## src/hw/rtl/fba_pkg.sv

```systemverilog
package fba_pkg;

  localparam logic [32:0] MIN_BYTES   = 33'd4194304;
  localparam logic [32:0] SMALL_LIMIT = 33'd16777216;
  localparam logic [32:0] CFG_RESET   = 33'd16777216;

  localparam logic [12:0] RSV_SMALL = 13'd512;
  localparam logic [12:0] RSV_LARGE = 13'd4096;
  localparam logic [12:0] RSV_FLOOR = 13'd256;

  localparam logic [16:0] COUNT_MAX = 17'h1FFFF;

  localparam logic [1:0] FUNC_ALLOC = 2'd0;
  localparam logic [1:0] FUNC_FREE  = 2'd1;
  localparam logic [1:0] FUNC_INIT  = 2'd2;

  localparam logic ST_OK        = 1'b0;
  localparam logic ST_EXHAUSTED = 1'b1;

  typedef struct packed {
    logic take_in;
    logic init_setup;
    logic sweep_step;
    logic top_scan;
    logic sum_pick;
    logic map_alloc;
    logic alloc_fail;
    logic free_read;
    logic free_write;
    logic out_load;
  } fba_cmd_t;

  typedef struct packed {
    logic sweep_last;
    logic top_hit;
    logic top_last;
    logic out_space;
  } fba_sts_t;

  // Index of the lowest clear bit; zero when the word is all ones.
  function automatic logic [4:0] first_zero(input logic [31:0] v);
    logic [4:0] idx;
    idx = '0;
    for (int i = 31; i >= 0; i--) begin
      if (!v[i]) idx = 5'(i);
    end
    return idx;
  endfunction

  // Distance of a frame bound past the start of a map word, clipped to 0..32.
  function automatic logic [5:0] word_offset(input logic [20:0] bound,
                                             input logic [20:0] base);
    logic [20:0] diff;
    diff = bound - base;
    if (bound <= base) begin
      return 6'd0;
    end else if (diff >= 21'd32) begin
      return 6'd32;
    end else begin
      return 6'(diff);
    end
  endfunction

endpackage

```

## src/hw/rtl/fba_ctrl.sv

```systemverilog
module fba_ctrl (
  input  logic              clk,
  input  logic              rst,
  input  logic              in_valid,
  output logic              in_ready,
  input  logic [1:0]        func,
  input  fba_pkg::fba_sts_t sts,
  output fba_pkg::fba_cmd_t cmd
);
  import fba_pkg::*;

  localparam logic [3:0] S_CLEAR  = 4'd0;
  localparam logic [3:0] S_IDLE   = 4'd1;
  localparam logic [3:0] S_TOP    = 4'd2;
  localparam logic [3:0] S_SUM    = 4'd3;
  localparam logic [3:0] S_MAP    = 4'd4;
  localparam logic [3:0] S_FREAD  = 4'd5;
  localparam logic [3:0] S_FWRITE = 4'd6;
  localparam logic [3:0] S_SETUP  = 4'd7;
  localparam logic [3:0] S_SWEEP  = 4'd8;
  localparam logic [3:0] S_DONE   = 4'd9;

  logic [3:0] state, state_next;

  assign in_ready = (state == S_IDLE);

  always_comb begin
    state_next = state;
    cmd        = '0;
    unique case (state)
      S_CLEAR: begin
        cmd.sweep_step = 1'b1;
        if (sts.sweep_last) state_next = S_IDLE;
      end
      S_IDLE: begin
        if (in_valid) begin
          cmd.take_in = 1'b1;
          unique case (func)
            FUNC_ALLOC: state_next = S_TOP;
            FUNC_FREE:  state_next = S_FREAD;
            FUNC_INIT:  state_next = S_SETUP;
            default:    state_next = S_DONE;
          endcase
        end
      end
      S_TOP: begin
        cmd.top_scan = 1'b1;
        if (sts.top_hit) begin
          state_next = S_SUM;
        end else if (sts.top_last) begin
          cmd.alloc_fail = 1'b1;
          state_next     = S_DONE;
        end
      end
      S_SUM: begin
        cmd.sum_pick = 1'b1;
        state_next   = S_MAP;
      end
      S_MAP: begin
        cmd.map_alloc = 1'b1;
        state_next    = S_DONE;
      end
      S_FREAD: begin
        cmd.free_read = 1'b1;
        state_next    = S_FWRITE;
      end
      S_FWRITE: begin
        cmd.free_write = 1'b1;
        state_next     = S_DONE;
      end
      S_SETUP: begin
        cmd.init_setup = 1'b1;
        state_next     = S_SWEEP;
      end
      S_SWEEP: begin
        cmd.sweep_step = 1'b1;
        if (sts.sweep_last) state_next = S_DONE;
      end
      S_DONE: begin
        if (sts.out_space) begin
          cmd.out_load = 1'b1;
          state_next   = S_IDLE;
        end
      end
      default: state_next = S_IDLE;
    endcase
  end

  always_ff @(posedge clk) begin
    if (rst) begin
      state <= S_CLEAR;
    end else begin
      state <= state_next;
    end
  end

  a_one_word_at_a_time: assert property (@(posedge clk) disable iff (rst)
    in_valid && in_ready |=> !in_ready)
    else $error("second word taken while one is in flight");

  a_sweep_ends_in_result: assert property (@(posedge clk) disable iff (rst)
    state == S_SWEEP && sts.sweep_last |=> state == S_DONE)
    else $error("init sweep did not hand over to result");

endmodule

```

## config.mk

```make
export PLATFORM = sky130hd
export DESIGN_NAME = fba_ctrl
export DESIGN_NICKNAME = d
export VERILOG_FILES = /design/src/hw/rtl/fba_pkg.sv /design/src/hw/rtl/fba_ctrl.sv
export SDC_FILE = /design/constraint.sdc
export NUM_CORES = 1
export LEC_CHECK = 0
export BUFFER_PORTS_ARGS = -buffer_cell sky130_fd_sc_hd__buf_2
export CAP_MARGIN = 30
export CORE_AREA = 10 10 47 49
export CTS_CLUSTER_DIAMETER = 200
export DETAILED_ROUTE_END_ITERATION = 16
export DIE_AREA = 0 0 57 59
export PLACE_DENSITY_LB_ADDON = 0.1
export SLEW_MARGIN = 20
export SYNTH_ARGS = -nofsm -noshare
export SYNTH_HDL_FRONTEND = slang
export SYNTH_SLANG_ARGS = --single-unit
export TNS_END_PERCENT = 20
```

## constraint.sdc

```tcl
create_clock -name clk -period 2 [get_ports clk]
set_clock_uncertainty 0.05 [all_clocks]
set_input_delay 0.2 -clock clk [delete_from_list [all_inputs] [get_ports clk]]
set_output_delay 0.2 -clock clk [all_outputs]
set_load 0.005 [all_outputs]
```

==> out/qor.csv <==
stage,metric,value,unit
run,total of max-cap violations,0,
floorplan,number of ports placed on the die boundary,20,
placed_design,detailed placer's ending HPWL,965,µm
finish,area growth from synthesis to layout,25.9,%
finish,Top reg by flops,state,
setup_path,capturing point of the worst reg2reg path,state[2]$_SDFFE_PP0P_,
clock_network,clock tree root buffer cell,sky130_fd_sc_hd__clkbuf_4,
clock_network,number of buffers added for setup after CTS,0,
setup_path,depth of the most critical reg-to-reg path,4,
outcome,result of the run,"finished, final reports clean",
timing,measured slew at the worst slew-check pin,0.464,ns
clock_network,# hold bufs at CTS,0,
finish,"flip-flop count of the largest register, all copies and words added",4,
power_and_ir_drop,leakage power,0.275,nW
synth,Synthesized Nets,70,
synth,Syn Inst Count,58,
finish,Final #Nets,91,
synth,count of different cell masters after synthesis,27,
setup_path,maximum fanout count along the critical path,14,
clock_network,post-cts resize count,0,
timing,total of endpoints with negative setup slack in the final report,0,
synth,part of the Yosys area used for sequential elements,0.186,
finish,final design instance area without fill,542,µm²
routing,initial detailed-routing violation count,11,
grt,initial antenna violation count,0,
grt,grt ovf,0,
worst_hold_path,path class of the lowest-slack min-delay path,input pin to register,
clock_network,TritonCTS clock tree,built,
grt,number of global-route vias before repair,427,
synth,synthesized area,430,µm²
clock_network,maximum level of the CTS H-tree,1,
timing,part of the cycle the worst path needs,0.860,
synth,total of warnings raised by yosys,0,
floorplan,core region area,0.00140,mm²
power_and_ir_drop,combinational group share of total power,0.342,
floorplan,Vert. Die Dim,59,µm
routing,Via density,4.97,
setup_path,worst setup path endpoint,cmd[9],
floorplan,std cell rows,14,
grt,largest net degree at the start of global routing,15,
power_and_ir_drop,net switching fraction of the power,0.341,
routing,average routed wire per standard cell,12.5,µm
timing,Final WS setup,0.280,ns
setup_path,start point of the critical path,state[0]$_SDFFE_PP0P_,
timing,setup repair after global routing missed its margin,no,
grt,total global routing track utilization,0.0618,
floorplan,Die Outline Area,0.00336,mm²
setup_path,"Worst Path Class, Setup",register to primary output,
placed_design,global placer's final weighted congestion,0.777,
clock_network,number of clock buffers inserted by TritonCTS,3,
floorplan,starting density of the core,0.307,
clock_network,CTS sink cnt,4,
routing,post-detailed-route count of antenna-violating nets,0,
timing,Final TNS setup,0,ns
placed_design,dpl cells,90,
power_and_ir_drop,PD cells,579,mW/mm²
setup_path,sort of element at the end of the critical path,primary output,
synth,Seq cells post-synth,4,
power_and_ir_drop,P_int,207,µW
placed_design,port bufs,19,
setup_path,RR Startpoint,state[3]$_SDFFE_PP0P_,
finish,fraction of layout cells with a size suffix above 1,0.325,
timing,"Slew Viols, Final",0,
setup_path,required time reported for the critical path endpoint,1.75,ns
routing,vias after detailed routing,462,
clock_network,clock transition at the registers of the reported paths,0.04,ns
setup_path,type of origin of the critical path,register,
placed_design,placement-stage worst setup slack,0.530,ns
clock_network,maximum buffer depth of the clock tree,2,
placed_design,Placed Instance Area,519,µm²
finish,largest registers in the final layout,state: 4 flops,
synth,Avg Inst Size Synth,7.42,µm²
floorplan,Die X,57,µm
power_and_ir_drop,relative contribution of the clock network to total power,0.307,
routing,total wirelength of the detailed-routed design,1160,µm
finish,antenna diode count,0,
power_and_ir_drop,maximum vdd ir drop,0.000289,V
finish,count of non-filler cells in the finished layout,93,
timing,fin crit period,1.72,ns
power_and_ir_drop,net switching power,107,µW
routing,DRC violations left,0,
timing,Slew Limit Headroom,0.690,
grt,global-route wire length before repair,1740,µm
timing,endpoints failing hold,0,
power_and_ir_drop,power share of the sequential group,0.351,
routing,number of search-and-repair iterations in the first detailed-routing pass,4,
setup_path,flop2flop setup slack,0.52,ns
timing,Fmax,581,MHz
clock_network,clk_lat worst skew,0.23,ns
setup_path,data arrival time of the worst path,1.47,ns
how the worst min path moves through the flow:
stage / from / endpoint / slack (ns) / cells after the start
5_1_grt: rst / state[0]$_SDFFE_PP0P_ / 0.11 / 2
4_1_cts: rst / state[0]$_SDFFE_PP0P_ / 0.1 / 2
3_3_place_gp: rst / state[0]$_SDFFE_PP0P_ / 0.35 / 2
3_5_place_dp: rst / state[0]$_SDFFE_PP0P_ / 0.34 / 2
2_1_floorplan: rst / state[0]$_SDFFE_PP0P_ / 0.21 / 1
6_report: rst / state[0]$_SDFFE_PP0P_ / 0.11 / 2
stage by stage:
step | util | total power [mW] | hold WS, ns
after floorplan | - | 0.187 | 0.212
after detailed placement | 0.371 | 0.218 | 0.344
after CTS | 0.387 | 0.320 | 0.0971
after global routing | 0.387 | 0.336 | 0.113
after global placement | 0.371 | 0.223 | 0.350
final | 0.387 | 0.314 | 0.115
routing by layer:
layer,up-vias,GRT usage,share of wire
li1,248,-,-
met1,199,0.0654,0.44
met2,15,0.101,0.46
met3,0,0.0300,0.094
met4,0,0.0302,0
met5,-,0,0
logic make-up after synthesis:
kind of cell    Yosys count  share of synthesized area
flops                     4                      0.186
fa+ha+maj                 3                     0.0872
compound gates           12                      0.224
simple gates             32                      0.407
buf+inv                   7                     0.0959
Yosys cell counts (all sizes together):
master  instances  area share
o21a            2       0.035
a211o           1       0.020
nor2           11       0.096
nor4            2       0.044
a41oi           1       0.020
nand4           1       0.015
nand2b          5       0.073
nor3            4       0.058
or3             1       0.015
nand2           2       0.017
and3            2       0.029
dfxtp           4        0.19
a21oi           4       0.055
nor2b           1       0.015
a221o           1       0.023
o2111a          1       0.026
buf             3       0.061
a311o           1       0.023
ha              3       0.087
o221ai          1       0.020
or2             2       0.029
and2b           1       0.017
inv             4       0.035
power by group through the flow:
stage          combinational (mW)  sequential, mW  clock, mW
6_report                    0.107           0.110     0.0962
5_1_grt                     0.118           0.113      0.105
2_1_floorplan              0.0918          0.0955          0
3_5_place_dp                0.108           0.111          0
3_3_place_gp                0.110           0.112          0
4_1_cts                     0.108           0.109      0.103
worst max-delay path, cell delays in order, from the launching register on:
cell,delay (ns)
sky130_fd_sc_hd__dfxtp_1,0.60
sky130_fd_sc_hd__inv_1,0.13
sky130_fd_sc_hd__nor2_1,0.23
sky130_fd_sc_hd__and3_1,0.18
sky130_fd_sc_hd__buf_2,0.10
cell type report:
cell class / count / area (µm²)
fillers: 155 / 860
inverters: 4 / 15.0
well taps: 16 / 20.0
repair buffers: 19 / 95.1
multi-input cells: 47 / 309
flip-flops and latches: 4 / 80.1
clock buffers: 3 / 22.5
cells in the final DEF (no fill, tap or decap):
master	n
sky130_fd_sc_hd__nor2b_1	1
sky130_fd_sc_hd__nand2_1	2
sky130_fd_sc_hd__nor3_1	3
sky130_fd_sc_hd__dfxtp_1	4
sky130_fd_sc_hd__clkbuf_4	3
sky130_fd_sc_hd__a41oi_1	1
sky130_fd_sc_hd__o221ai_1	1
sky130_fd_sc_hd__or2_1	2
sky130_fd_sc_hd__and2b_1	1
sky130_fd_sc_hd__nor4_1	1
sky130_fd_sc_hd__nor3_2	1
sky130_fd_sc_hd__a211o_1	1
sky130_fd_sc_hd__nand4_1	1
sky130_fd_sc_hd__a21oi_2	1
sky130_fd_sc_hd__a221o_1	1
sky130_fd_sc_hd__a21oi_1	3
sky130_fd_sc_hd__inv_1	4
sky130_fd_sc_hd__o21a_1	2
sky130_fd_sc_hd__o2111a_1	1
sky130_fd_sc_hd__a311o_1	1
sky130_fd_sc_hd__nor4_2	1
sky130_fd_sc_hd__nand2b_1	5
sky130_fd_sc_hd__ha_1	3
sky130_fd_sc_hd__nor2_1	11
sky130_fd_sc_hd__or3_1	1
sky130_fd_sc_hd__buf_2	19
sky130_fd_sc_hd__and3_1	2
(Power assumes the default switching activity.)
